<file path="src/sv/mck_pkg.sv">
// ----------------------------------------------------------------------------
// mck_pkg: shared types and constants of the Morse character keyer
// Item layouts, element kinds, register indexes and the Morse code table.
// ----------------------------------------------------------------------------
package mck_pkg;

  localparam int NUM_SLOTS = 8;

  localparam int CFG_IDX_W  = 2;
  localparam int CFG_DATA_W = 10;

  localparam logic [CFG_IDX_W-1:0] CFG_ELEMENT_GAP = 2'd0;
  localparam logic [CFG_IDX_W-1:0] CFG_CHAR_FACTOR = 2'd1;
  localparam logic [CFG_IDX_W-1:0] CFG_DIT_SETTING = 2'd2;
  localparam logic [CFG_IDX_W-1:0] CFG_DAH_SETTING = 2'd3;

  localparam logic [9:0]  RST_ELEMENT_GAP = 10'd20;
  localparam logic [3:0]  RST_CHAR_FACTOR = 4'd9;
  localparam logic [7:0]  RST_DIT_SETTING = 8'h60;
  localparam logic [7:0]  RST_DAH_SETTING = 8'hff;

  localparam logic [13:0] GAP_LIMIT = 14'd15000;

  localparam logic [1:0] KIND_DIT = 2'd0;
  localparam logic [1:0] KIND_DAH = 2'd1;
  localparam logic [1:0] KIND_GAP = 2'd2;

  localparam logic [7:0] CHAR_SPACE = 8'h20;

  typedef struct packed {
    logic [7:0] char_code;
    logic       first_of_call;
  } in_item_t;

  typedef struct packed {
    logic [1:0]  element_kind;
    logic [7:0]  radio_setting;
    logic [13:0] gap_ms;
    logic        last_of_run;
  } out_item_t;

  // One element slot held by a cell of the chain
  typedef struct packed {
    logic       vld;
    logic [1:0] kind;
    logic       last;
  } slot_t;

  // Length in bits [7:5], pattern in [4:0]; first element is the highest
  // used pattern bit, 1 means dah. Zero for characters without a code.
  function automatic logic [7:0] morse_code(input logic [7:0] ch);
    logic [7:0] c;
    unique case (ch)
      8'h41: c = {3'd2, 5'h01}; // A
      8'h42: c = {3'd4, 5'h08};
      8'h43: c = {3'd4, 5'h0A};
      8'h44: c = {3'd3, 5'h04};
      8'h45: c = {3'd1, 5'h00};
      8'h46: c = {3'd4, 5'h02}; // F
      8'h47: c = {3'd3, 5'h06};
      8'h48: c = {3'd4, 5'h00};
      8'h49: c = {3'd2, 5'h00};
      8'h4A: c = {3'd4, 5'h07};
      8'h4B: c = {3'd3, 5'h05};
      8'h4C: c = {3'd4, 5'h04};
      8'h4D: c = {3'd2, 5'h03};
      8'h4E: c = {3'd2, 5'h02};
      8'h4F: c = {3'd3, 5'h07};
      8'h50: c = {3'd4, 5'h06};
      8'h51: c = {3'd4, 5'h0D};
      8'h52: c = {3'd3, 5'h02};
      8'h53: c = {3'd3, 5'h00};
      8'h54: c = {3'd1, 5'h01};
      8'h55: c = {3'd3, 5'h01};
      8'h56: c = {3'd4, 5'h01};
      8'h57: c = {3'd3, 5'h03};
      8'h58: c = {3'd4, 5'h09};
      8'h59: c = {3'd4, 5'h0B};
      8'h5A: c = {3'd4, 5'h0C}; // Z
      8'h30: c = {3'd5, 5'h1F}; // 0
      8'h31: c = {3'd5, 5'h0F};
      8'h32: c = {3'd5, 5'h07};
      8'h33: c = {3'd5, 5'h03};
      8'h34: c = {3'd5, 5'h01};
      8'h35: c = {3'd5, 5'h00};
      8'h36: c = {3'd5, 5'h10};
      8'h37: c = {3'd5, 5'h18};
      8'h38: c = {3'd5, 5'h1C};
      8'h39: c = {3'd5, 5'h1E}; // 9
      default: c = 8'h00;
    endcase
    return c;
  endfunction

endpackage

</file>
<file path="src/sv/mck_decode.sv">
// ----------------------------------------------------------------------------
// mck_decode: element slot builder
// Lays out the run of one character over the slots of the cell chain.
// ----------------------------------------------------------------------------
module mck_decode (
  input  mck_pkg::in_item_t item,
  output mck_pkg::slot_t    slots [mck_pkg::NUM_SLOTS]
);

  logic [7:0] code;
  logic [2:0] len;
  logic [4:0] pat;
  logic [3:0] sym_start;
  logic [3:0] close_pos;

  always_comb begin
    code      = mck_pkg::morse_code(item.char_code);
    len       = code[7:5];
    pat       = code[4:0];
    sym_start = (item.first_of_call ? 4'd2 : 4'd0)
              + {3'd0, (item.char_code == mck_pkg::CHAR_SPACE)};
    close_pos = sym_start + {1'b0, len};
  end

  // Each slot is decided on its own position alone
  always_comb begin
    logic [3:0] pos;
    logic [3:0] sel;
    for (int i = 0; i < mck_pkg::NUM_SLOTS; i++) begin
      pos = 4'(i);
      sel = {1'b0, len} - 4'd1 - (pos - sym_start);
      slots[i] = '0;
      if (pos < sym_start) begin
        slots[i].vld  = 1'b1;
        slots[i].kind = mck_pkg::KIND_GAP;
      end else if (pos < close_pos) begin
        slots[i].vld  = 1'b1;
        slots[i].kind = ((pat >> sel) & 5'd1) != 5'd0 ? mck_pkg::KIND_DAH
                                                       : mck_pkg::KIND_DIT;
      end else if (pos == close_pos) begin
        slots[i].vld  = 1'b1;
        slots[i].kind = mck_pkg::KIND_GAP;
        slots[i].last = 1'b1;
      end
    end
  end

endmodule

</file>
<file path="src/sv/mck_cell.sv">
// ----------------------------------------------------------------------------
// mck_cell: one element cell of the output chain
// Loads its slot on a new item, otherwise takes its neighbor's on a shift.
// ----------------------------------------------------------------------------
module mck_cell (
  input  logic           clk,
  input  logic           rst_n,
  input  logic           load,
  input  logic           shift,
  input  mck_pkg::slot_t load_slot,
  input  mck_pkg::slot_t next_slot,
  output mck_pkg::slot_t slot
);

  mck_pkg::slot_t slot_r;
  mck_pkg::slot_t slot_nxt;

  always_comb begin
    slot_nxt = slot_r;
    if (load) begin
      slot_nxt = load_slot;
    end else if (shift) begin
      slot_nxt = next_slot;
    end
  end

  always_ff @(posedge clk) begin
    if (!rst_n) begin
      slot_r <= '0;
    end else begin
      slot_r <= slot_nxt;
    end
  end

  assign slot = slot_r;

endmodule

</file>
<file path="src/sv/morse_character_keyer_unit.sv">
// ----------------------------------------------------------------------------
// morse_character_keyer_unit: Morse character keyer
// Turns one call sign character per item into a run of keying elements.
// ----------------------------------------------------------------------------
//
//   port group | dir | handshake          | payload
//   -----------+-----+--------------------+----------------------------------
//   in_        | in  | in_valid/in_stall  | char_code, first_of_call
//   out_       | out | out_valid/out_stall| element_kind, radio_setting,
//              |     |                    | gap_ms, last_of_run
//   cfg_       | in  | cfg_we             | cfg_index, cfg_data
//
// An item loads its whole run (one to eight elements) into a chain of eight
// cells at once; the head cell is the result item and the chain shifts
// one place each time a result is taken. A new item is taken in the same
// cycle that the last element of the previous run leaves, so runs follow
// without a bubble. Reset clears every cell and loads the register
// defaults. Result stall holds the chain, and input stall stays high until
// only the head cell holds an element and it is not stalled.
//
module morse_character_keyer_unit (
  input  logic                                 clk,
  input  logic                                 rst_n,
  input  logic                                 in_valid,
  output logic                                 in_stall,
  input  mck_pkg::in_item_t                    in_item,
  output logic                                 out_valid,
  input  logic                                 out_stall,
  output mck_pkg::out_item_t                   out_item,
  input  logic                                 cfg_we,
  input  logic [mck_pkg::CFG_IDX_W-1:0]        cfg_index,
  input  logic [mck_pkg::CFG_DATA_W-1:0]       cfg_data
);

  // Configuration registers
  logic [9:0]  elem_gap_r;
  logic [3:0]  factor_r;
  logic [7:0]  dit_r;
  logic [7:0]  dah_r;

  // Character gap, product of element gap and factor, saturated
  logic [13:0] cgap_r;
  logic [13:0] cgap_nxt;
  logic [13:0] cgap_prod;

  mck_pkg::slot_t new_slots [mck_pkg::NUM_SLOTS];
  mck_pkg::slot_t cells     [mck_pkg::NUM_SLOTS];

  logic load;
  logic shift;
  logic tail_busy;

  // Register writes; unknown indexes cannot occur with a two-bit index
  always_ff @(posedge clk) begin
    if (!rst_n) begin
      elem_gap_r <= mck_pkg::RST_ELEMENT_GAP;
      factor_r   <= mck_pkg::RST_CHAR_FACTOR;
      dit_r      <= mck_pkg::RST_DIT_SETTING;
      dah_r      <= mck_pkg::RST_DAH_SETTING;
    end else if (cfg_we) begin
      unique case (cfg_index)
        mck_pkg::CFG_ELEMENT_GAP: elem_gap_r <= cfg_data[9:0];
        mck_pkg::CFG_CHAR_FACTOR: factor_r   <= cfg_data[3:0];
        mck_pkg::CFG_DIT_SETTING: dit_r      <= cfg_data[7:0];
        mck_pkg::CFG_DAH_SETTING: dah_r      <= cfg_data[7:0];
        default: ;
      endcase
    end
  end

  // Recompute the character gap every cycle into a register; it settles after a
  // write, before any item written after it can reach the output
  always_comb begin
    cgap_prod = {4'd0, elem_gap_r} * {10'd0, factor_r};
    cgap_nxt  = (cgap_prod > mck_pkg::GAP_LIMIT) ? mck_pkg::GAP_LIMIT : cgap_prod;
  end

  always_ff @(posedge clk) begin
    cgap_r <= cgap_nxt;
  end

  mck_decode u_decode (
    .item  (in_item),
    .slots (new_slots)
  );

  // Hold input while anything behind the head waits, or the head is stalled
  always_comb begin
    tail_busy = 1'b0;
    for (int i = 1; i < mck_pkg::NUM_SLOTS; i++) begin
      tail_busy = tail_busy | cells[i].vld;
    end
  end

  assign out_valid = cells[0].vld;
  assign shift     = out_valid & ~out_stall;
  assign in_stall  = tail_busy | (cells[0].vld & out_stall);
  assign load      = in_valid & ~in_stall;

  // Chain of cells; the last one takes an empty slot on a shift
  for (genvar g = 0; g < mck_pkg::NUM_SLOTS; g++) begin : g_cell
    mck_pkg::slot_t next_slot;
    if (g == mck_pkg::NUM_SLOTS - 1) begin : g_end
      assign next_slot = '0;
    end else begin : g_mid
      assign next_slot = cells[g+1];
    end
    mck_cell u_cell (
      .clk       (clk),
      .rst_n     (rst_n),
      .load      (load),
      .shift     (shift),
      .load_slot (new_slots[g]),
      .next_slot (next_slot),
      .slot      (cells[g])
    );
  end

  // Fill the result fields from the head cell's kind
  always_comb begin
    out_item              = '0;
    out_item.element_kind = cells[0].kind;
    out_item.last_of_run  = cells[0].last;
    case (cells[0].kind)
      mck_pkg::KIND_DIT: begin
        out_item.radio_setting = dit_r;
        out_item.gap_ms        = {4'd0, elem_gap_r};
      end
      mck_pkg::KIND_DAH: begin
        out_item.radio_setting = dah_r;
        out_item.gap_ms        = {4'd0, elem_gap_r};
      end
      default: begin
        out_item.radio_setting = 8'd0;
        out_item.gap_ms        = cgap_r;
      end
    endcase
  end

endmodule
</file>
<file path="config.mk">
export PLATFORM = sky130hd
export DESIGN_NAME = morse_character_keyer_unit
export DESIGN_NICKNAME = d
export VERILOG_FILES = /design/src/sv/mck_pkg.sv /design/src/sv/mck_decode.sv /design/src/sv/mck_cell.sv /design/src/sv/morse_character_keyer_unit.sv
export SDC_FILE = /design/constraint.sdc
export NUM_CORES = 1
export LEC_CHECK = 0
export BUFFER_PORTS_ARGS = -buffer_cell sky130_fd_sc_hd__buf_2
export CELL_PAD_IN_SITES_DETAIL_PLACEMENT = 1
export CELL_PAD_IN_SITES_GLOBAL_PLACEMENT = 2
export CORE_MARGIN = 2
export CORE_UTILIZATION = 41
export DETAILED_ROUTE_END_ITERATION = 6
export HOLD_SLACK_MARGIN = 0.05
export PLACE_DENSITY_LB_ADDON = 0.1
export SETUP_SLACK_MARGIN = 0.5
export SLEW_MARGIN = 20
export SYNTH_ARGS = -nofsm -noshare
export SYNTH_HDL_FRONTEND = slang
export SYNTH_HIERARCHICAL = 1
export SYNTH_SLANG_ARGS = --single-unit
</file>
<file path="constraint.sdc">
create_clock -name clk -period 10.3 [get_ports clk]
set_input_delay 1.545 -clock clk [delete_from_list [all_inputs] [get_ports clk]]
set_output_delay 1.545 -clock clk [all_outputs]
set_load 0.005 [all_outputs]
</file>
Yosys cells after proc, flatten, opt, wreduce, memory -nomap -nowiden
Memories as Yosys holds them, arrays and structs flattened.
Cells that the tools add are included.
Widths: inputs -> output; s select.
{ "totals": {"mem_count": 1, "output_inout_bits": 27, "elab_cells": 174, "reg_bits": 76, "romBits": 1024} }
{ "mem_list": {"columns": ["name", "depth", "word_bits", "read_ports", "rd_ports_with_merged_regs", "wr", "line_no", "rtl"], "rows": [
  ["(no name shown)", 128, 8, 1, 0, 0, "mck_pkg.sv:53", "unique case (ch)"]
]} }
{ "classes": {"magnitude_cmp": 17, "n_mux": 67, "n_eq_ne": 12, "reduce_logical": 8, "addsub": 19, "n_bitwise": 12, "mul": 1, "shifts": 8} }
{ "ops": {"columns": ["op", "n"], "rows": [
  ["$mux 4", 24],
  ["$mux 3", 16],
  ["$pmux 22 s2", 1],
  ["$shr 5x4->1", 8],
  ["$lt 3x4->1 const A", 8],
  ["$sub 4x4->4", 8],
  ["$mux 1", 24],
  ["$eq 3x4->1 const A", 4],
  ["$lt 1x4->1 const A", 4],
  ["$lt 2x4->1 const A", 4],
  ["$sub 3x4->4 const A", 4],
  ["$gt 14x14->1 const B", 1],
  ["$mul 10x4->14", 1],
  ["$eq 2x4->1 const A", 2],
  ["$eq 8x6->1 const B", 1],
  ["$mux 8", 1],
  ["$reduce_and 2->1", 4],
  ["$sub 1x4->4 const A", 2],
  ["$sub 2x4->4 const A", 2],
  ["$or 1x1->1", 7],
  ["$add 4x1->4", 1],
  ["$add 4x3->4", 1],
  ["$eq 1x4->1 const A", 1],
  ["$eq 2x1->1 const B", 2],
  ["other kinds (8)", 13]
]} }

Depth between registers and ports, before layout
Gate-level depths: netlist (run 1).
{ "logic_depth": {"ltp_word": 10, "mapped_depth": 19, "ltp_nobuf": 18} }

Cells and area by module
The synthesis (run 1) kept the hierarchy.
{ "modules_own_cells": {"columns": ["mod", "cells_each", "instances", "area_each_um2"], "rows": [
  ["morse_character_keyer_unit", 374, 1, 3215.6],
  ["mck_decode", 253, 1, 1918.1],
  ["mck_cell", 16, 8, 190.2]
]} }

Worst setup path after synthesis (run 1)
No wires, ideal clock.
{ "synth_timing": {"path_kind": "input-to-reg", "startpoint": "input port in_item[2] in the netlist's numbering", "endpoint": "register g_cell[2].u_cell.slot_r (netlist bit g_cell[2].u_cell/slot[1])", "arrival_ns": 5.088, "path_stages": 18, "n_path_buf": 1, "setup_slack_ns": 5.094, "cell_sequence": "buf_4 -> inv_1 -> ha_1 -> inv_1 -> mux4_2 -> o2111ai_2 -> ha_1 -> ha_1 -> inv_1 -> ha_1 -> inv_1 -> fa_1 -> inv_1 -> a21oi_1 -> a221oi_1 -> o2111a_1 -> nand2b_1 -> o211a_1"} }
{ "synth_rtl": {"columns": ["item", "line_no", "rtl"], "rows": [
  ["start, declared", "morse_character_keyer_unit.sv:26", "input mck_pkg::in_item_t in_item,"],
  ["end signal, assigned", "mck_cell.sv:31", "slot_r <= slot_nxt;"],
  ["end, declared", "mck_cell.sv:15", "mck_pkg::slot_t slot_r;"]
]} }

==> results of run 1 <==
## stage by stage
step	hold slack [ns]	cell area, µm²
finish	0.469	7310
global route	0.499	7310
CTS	0.479	7290
detailed placement	0.465	6990
global placement	0.448	6990
floorplan	0.440	6670
## layout by cell type (no fill, tap or decap), drive strengths merged, types with 18 or more instances in the layout
master   n
fa      23
nand3   18
mux2    44
nand2   75
buf     55
o21ai   27
o211a   33
and2    36
mux2i   32
nor2    40
dfxtp   76
ha      34
a21oi   28
nand2b  44
inv     62
## worst max path at each step
| stage | startpoint | to |
|---|---|---|
| after CTS | in_item[2] | g_cell[2].u_cell/slot[1] |
| final | in_item[2] | g_cell[2].u_cell/slot[1] |
| after global routing | in_item[2] | g_cell[2].u_cell/slot[1] |
| after detailed placement | in_item[2] | g_cell[2].u_cell/slot[1] |
| after floorplan | in_item[2] | g_cell[2].u_cell/slot[1] |
| after global placement | in_item[2] | g_cell[2].u_cell/slot[1] |
## layer usage
metal  GRT usage [%]  part of all wire, %  vias up
met5               0                    0        -
li1                -                    -     2686
met4            4.11                  1.0        0
met2            34.2                   46       76
met3            3.59                  2.8       17
met1            28.9                   51     2711
## sequential cells by signal, indices dropped and copies added, names as in the netlist
| register | cells |
|---|---|
| cgap_r | 14 |
| dah_r | 8 |
| dit_r | 8 |
| elem_gap_r | 10 |
| factor_r | 4 |
| g_cell.u_cell/slot | 32 |
## Yosys cell counts (3+ instances only)
cell type  instances  area [µm²]
o211a_1           33         330
xnor2_1            7        61.3
o211ai_1           4        30.0
inv_1             56         210
o31ai_1            4        30.0
fa_1              23         460
mux2i_1           30         300
xnor3_1            4        90.1
or2_2              5        31.3
nand3b_1           6        45.0
dfxtp_1           76        1520
a21oi_2            4        35.0
nand2_1           75         282
nand3_1           18        90.1
a21oi_1           24         120
a221oi_2           4        60.1
nor3_1             6        30.0
mux2_1            32         360
mux2_2            12         135
and2_1            36         225
o21ai_0           21         105
buf_2              7        35.0
and3_1             5        31.3
nand2b_1          44         275
a211oi_2           4        50.1
a21o_1             8        60.1
buf_4              7        52.6
clkbuf_1          16        60.1
a211oi_1           3        22.5
nor2_1            40         150
o21bai_1           3        22.5
buf_6              7        78.8
ha_1              34         425
xor2_1             4        35.0
o21ai_1            3        15.0
a2111oi_2          3        45.0
nor2b_1           16         100
a21boi_0           6        45.0
## cell families (layout without fill, tap and decap cells)
family	after synthesis	count (layout)	synth area share, %
AOI/OAI and AO/OA	164	164	20.5
xor gates and xnor gates	15	15	2.80
adders and majority gates	57	57	13.3
buffers and inverters	97	129	6.79
DFF	76	76	22.9
muxes	77	77	12.7
other	2	5	0.113
and+or+nand+nor	267	267	20.9
## cell type report
| cell class | instances | share of cell area, % |
|---|---|---|
| Clock inverter | 6 | 0.736 |
| Timing Repair Buffer | 55 | 4.04 |
| Tap cell | 216 | 3.70 |
| Sequential cell | 76 | 20.8 |
| Inverter | 58 | 2.98 |
| Multi-Input combinational cell | 585 | 64.4 |
| Clock buffer | 10 | 3.27 |
## report_power, final
part | switching, mW | internal (mW)
clock | 0.143 | 0.175
sequential | 0.0617 | 0.358
combinational | 0.233 | 0.213
total | 0.437 | 0.746
## worst min-delay path, stage by stage (launching register included)
cell and delay (ns):
dfxtp_1 0.31, nand2_1 0.04, a21boi_0 0.07
==> results.md, run 1 <==
- GP Congestion: 0.861
- N_diodes: 0
- Clock Skew: 0.00991 ns
- WP buf/inv: 5
- Nets: 868
- Core Region: 15900 µm²
- Post-synthesis cell area: 6660 µm²
- R2r setup slk: 6.37 ns
- Area Overhead vs Synth: 9.78%
- Skew-Pair Late Insertion Delay: 0.34 ns
- Cells after DPL: 989
- CTS tree: yes
- WL/cell: 17.5 µm
- Fmax achieved: 182 MHz
- Largest net degree at the start of global routing: 65
- CP Capture Type: register
- Setup Buffers After CTS: 0
- Routed Antenna Nets: 0
- Unrepaired setup endpoints after global routing: false
- Crit path max-delay family: adder cells
- Fin crit share: 53.2%
- Ys async rst share: 0%
- Data required time of the worst path: 10.59 ns
- Overall Global Routing Usage: 20.8%
- Initial antenna violation count: 0
- Hold_buf cts: 0
- Slew @ Worst Pin: 1.11 ns
- Slew HR: 25.6%
- Num rows: 46
- Cts repair resizes: 0
- Number of I/O pins: 53
- Worst r2r src: factor_r[3]
- CP Data Arrival Time: 5.77 ns
- Fillers: 1913
- Vias in the first global route: 5639
- Gr ovfl total: 0
- Power Dens Cells: 162 nW/µm²
- Crit path max-delay cell type: fa_1
- Final setup violation count: 0
- Number of port buffers: 52
- Wire length of the first global-routing pass: 29600 µm
- Max incr delay on CP: 0.59 ns
- Top_reg_cell synth: dfxtp_1
- Crit path max fanout: 17
- Die ar.: 17300 µm²
- Storage cell area: 1520 µm²
- YS warnings: 6
- Num CTS Buffers: 9
- Worst-path cell chain: buf_2 -> inv_1 -> ha_1 -> inv_1 -> mux4_2 -> o2111ai_2 -> ha_1 -> inv_1 -> xnor2_1 -> fa_1 -> inv_1 -> a21oi_1 -> a221oi_1 -> o2111a_1 -> nand2b_1 -> o211a_1
- Crit Path Category: input pin to register
- Post-synth EDFFs: 0
- Final Power: 1.18 mW
- Max_cap viols: 0
- Horiz. Die Dim: 131 µm
- Outcome: complete, no violations
- Initial core utilization: 41.9%
- Reg2reg path depth: 11
- Iter 0 DRT Violations: 228
- P_leak: 3.49 nW
- Sequential area share after synthesis: 22.9%
- Vias/cell: 5.46
- Cells after synthesis: 755
- Slack of the critical path: 4.82 ns
- Hold WC Path Type: register to register
- Hold Path End: dit_r[3]
- Max-slew violations: 0
- Total number of vias: 5490
- CTS clk-pin slew, worst paths: 0.07 ns
- Final min period: 5.48 ns
- First-pass iteration count of the detailed router: 4
- Final HPWL DP: 13400 µm
- Dpl ws: 4.55 ns
- WP depth: 16
- Clock root buffer: clkbuf_16
- Final core utilization: 46.0%
- H-tree levels: 3
- RR Endpoint: cgap_r[8]
- #FFs+latches synth: 76
- WL final: 17600 µm
- Most frequent cell on the critical path: inv_1
- DR DRC count: 0
- Min-delay src: dit_r[3]
- Netlist cell types: 85
- VDD IR max: 0.100 mV
- Clock Tree Buf Depth: 2
- Die Height: 131 µm
- Clock sink count: 76
- Total negative slack: 0 ns
- Multi-input logic area: 4710 µm²
- CP Launch Type: input pin
- Avg Cell Area, Syn: 8.81 µm²
- Hold Path Cell Cnt: 2
- Layout cell share with drive strength beyond 1: 15.9%
- Final Hold Viols: 0
- Final non-filler cell total: 1006
Note: power is estimated with default switching activity, not from simulation.
==> inputs of run 2 (changes only) <==
Settings changed: CORE_UTILIZATION 41 to 35.
Clock period 10.3 ns to 4.45 ns, I/O delays scaled along.
==> run 2 against run 1 <==
Net effect: global-route usage shrank 1.5 points; clock power up 130%; sequential power increased by 130%; flip-flop and latch count did not move; setup slack worse by 4.2 ns; die area rose by 17%; largest power group unchanged; highest routed layer unchanged.
==> results.md, run 2 (same netlist as run 1, synthesis figures left out) <==
- WL/cell: 18.0 µm (+3.1%)
- Outcome: complete, no violations
- GP Congestion: 0.887 (+3.1%)
- Nets: 889 (+2.4%)
- Most frequent cell on the critical path: ha_4
- Initial core utilization: 35.6% (-6.3 points)
- Max incr delay on CP: 0.45 ns (-0.14 ns)
- Crit Path Category: input pin to register
- Crit path max-delay family: adder cells
- Wire length of the first global-routing pass: 31200 µm (+5.4%)
- Clock Skew: 0.00867 ns (-0.00124 ns)
- CTS clk-pin slew, worst paths: 0.07 ns (about the same)
- Final non-filler cell total: 1045 (+3.9%)
- Fmax achieved: 261 MHz
- Crit path max fanout: 6 (-11)
- Overall Global Routing Usage: 19.3% (-1.5 points)
- Total number of vias: 5514 (+0.44%)
- Area Overhead vs Synth: 14.7%
- Power Dens Cells: 366 nW/µm² (+130%)
- Skew-Pair Late Insertion Delay: 0.34 ns (about the same)
- Total negative slack: 0 ns (unchanged)
- Commonest non-fill, non-tap cell in the layout: nand2_1
- VDD IR max: 0.179 mV (+79%)
- Number of port buffers: 52 (unchanged)
- Num rows: 50 (+8.7%)
- Clock sink count: 76 (unchanged)
- N_diodes: 0 (unchanged)
- WP buf/inv: 4 (-1)
- First-pass iteration count of the detailed router: 4 (unchanged)
- Slew HR: 30.6% (+4.9 points)
- Worst-path cell chain: buf_2 -> nor2b_1 -> o21ai_0 -> a2bb2oi_2 -> or2_2 -> ha_4 -> ha_4 -> inv_4 -> ha_1 -> inv_2 -> fa_1 -> buf_4 -> o31ai_2 -> mux2i_1 -> nor3b_2 -> nand2b_1 -> o211a_1
- CP Capture Type: register
- Max_cap viols: 0 (unchanged)
- WL final: 18800 µm (+7.1%)
- Layout cell share with drive strength beyond 1: 21.2% (+5.3 points)
- Clock Tree Buf Depth: 2 (unchanged)
- Num CTS Buffers: 9 (unchanged)
- Data required time of the worst path: 4.74 ns (-5.85 ns)
- Horiz. Die Dim: 142 µm (+8.0%)
- Vias/cell: 5.28 (-3.3%)
- Max-slew violations: 0 (unchanged)
- Max reg flops: 32 (unchanged)
- Die ar.: 20100 µm² (+17%)
- P_leak: 3.59 nW (+2.9%)
- CP Launch Type: input pin
- Gr ovfl total: 0 (unchanged)
- Largest net degree at the start of global routing: 63 (-3.1%)
- Die Height: 142 µm (+8.0%)
- Final min period: 3.83 ns
- DR DRC count: 0 (unchanged)
- Commonest cells after routing, fill and taps aside: nand2_1 (75), dfxtp_1 (73), inv_1 (50)
- Iter 0 DRT Violations: 192 (-16%)
- Vias in the first global route: 5937 (+5.3%)
- Crit path max-delay cell type: fa_1
- CP Data Arrival Time: 4.12 ns (-1.65 ns)
- Routed Antenna Nets: 0 (unchanged)
- Clock root buffer: clkbuf_16
- H-tree levels: 3 (unchanged)
- Number of I/O pins: 53 (unchanged)
- Slew @ Worst Pin: 1.04 ns (-0.0771 ns)
- Final setup violation count: 0 (unchanged)
- Fin crit share: 86.1%
- Unrepaired setup endpoints after global routing: false
- Final Hold Viols: 0 (unchanged)
- Cells after DPL: 1021 (+3.2%)
- Hold WC Path Type: register to register
- CTS tree: yes
- Core Region: 18700 µm² (+18%)
- Final HPWL DP: 14500 µm (+8.3%)
- Initial antenna violation count: 0 (unchanged)
run 2: final cells by class:
cell class | instances | area (µm²)
fill | 2179 | 11100
multi-input combinational | 585 | 4840
sequential | 76 | 1530
timing repair buffer | 76 | 455
tap | 234 | 293
clock buffer | 10 | 239
inverter | 58 | 225
clock inverter | 6 | 52.6
run 2: timing repair:
| action | 4_1_cts | 5_1_grt |
|---|---|---|
| pin swaps | 3 | 8 |
| gates resized for setup | 4 | 23 |
| setup buffers | 3 | 5 |
| setup endpoints to repair | 5 | 16 |
| gates cloned | 0 | 0 |
| hold buffers | 0 | 0 |
run 2: power by group:
part	leakage (nW)	total, mW	switching, mW	internal, mW
clock network	0.138	0.733	0.330	0.403
registers	0.623	0.970	0.140	0.830
logic	2.83	1.09	0.560	0.527
run 2: through the flow:
stage / util (%) / setup slack [ns] / cell area, µm² / hold slack (ns) / power [mW]
2_1_floorplan: - / 0.369 / 6750 / 0.440 / 1.71
3_3_place_gp: 38.4 / 0.200 / 7190 / 0.448 / 2.01
3_5_place_dp: 38.4 / 0.0688 / 7190 / 0.457 / 2.05
4_1_cts: 40.2 / 0.515 / 7520 / 0.471 / 2.81
5_1_grt: 40.8 / 0.412 / 7630 / 0.494 / 3.00
6_report: 40.8 / 0.617 / 7630 / 0.467 / 2.79
run 2: routing by layer:
layer	global-route usage, %	routed length (µm)
met3	2.83	381
met5	0	0
met4	3.58	151
met2	33.1	9070
met1	26.0	9200
run 2: worst paths after layout:
kind	slack [ns]	endpoint	startpoint	cells after the start
worst min register to register	0.47	dit_r[5]	dit_r[5]	2
worst min-delay path	0.47	dit_r[5]	dit_r[5]	2
worst max-delay path	0.62	g_cell[5].u_cell/slot[1]	in_item[6]	17
worst max register to register	0.74	cgap_r[2]	elem_gap_r[0]	11
run 2: worst reg2reg max path, stage by stage (launching register included):
cell	delay, ns
dfxtp_1	0.46
nand2_1	0.13
fa_1	0.52
fa_1	0.63
inv_1	0.08
ha_1	0.37
a211oi_4	0.28
o211ai_2	0.19
a221oi_2	0.27
xnor2_1	0.23
and3_4	0.33
a21boi_1	0.09
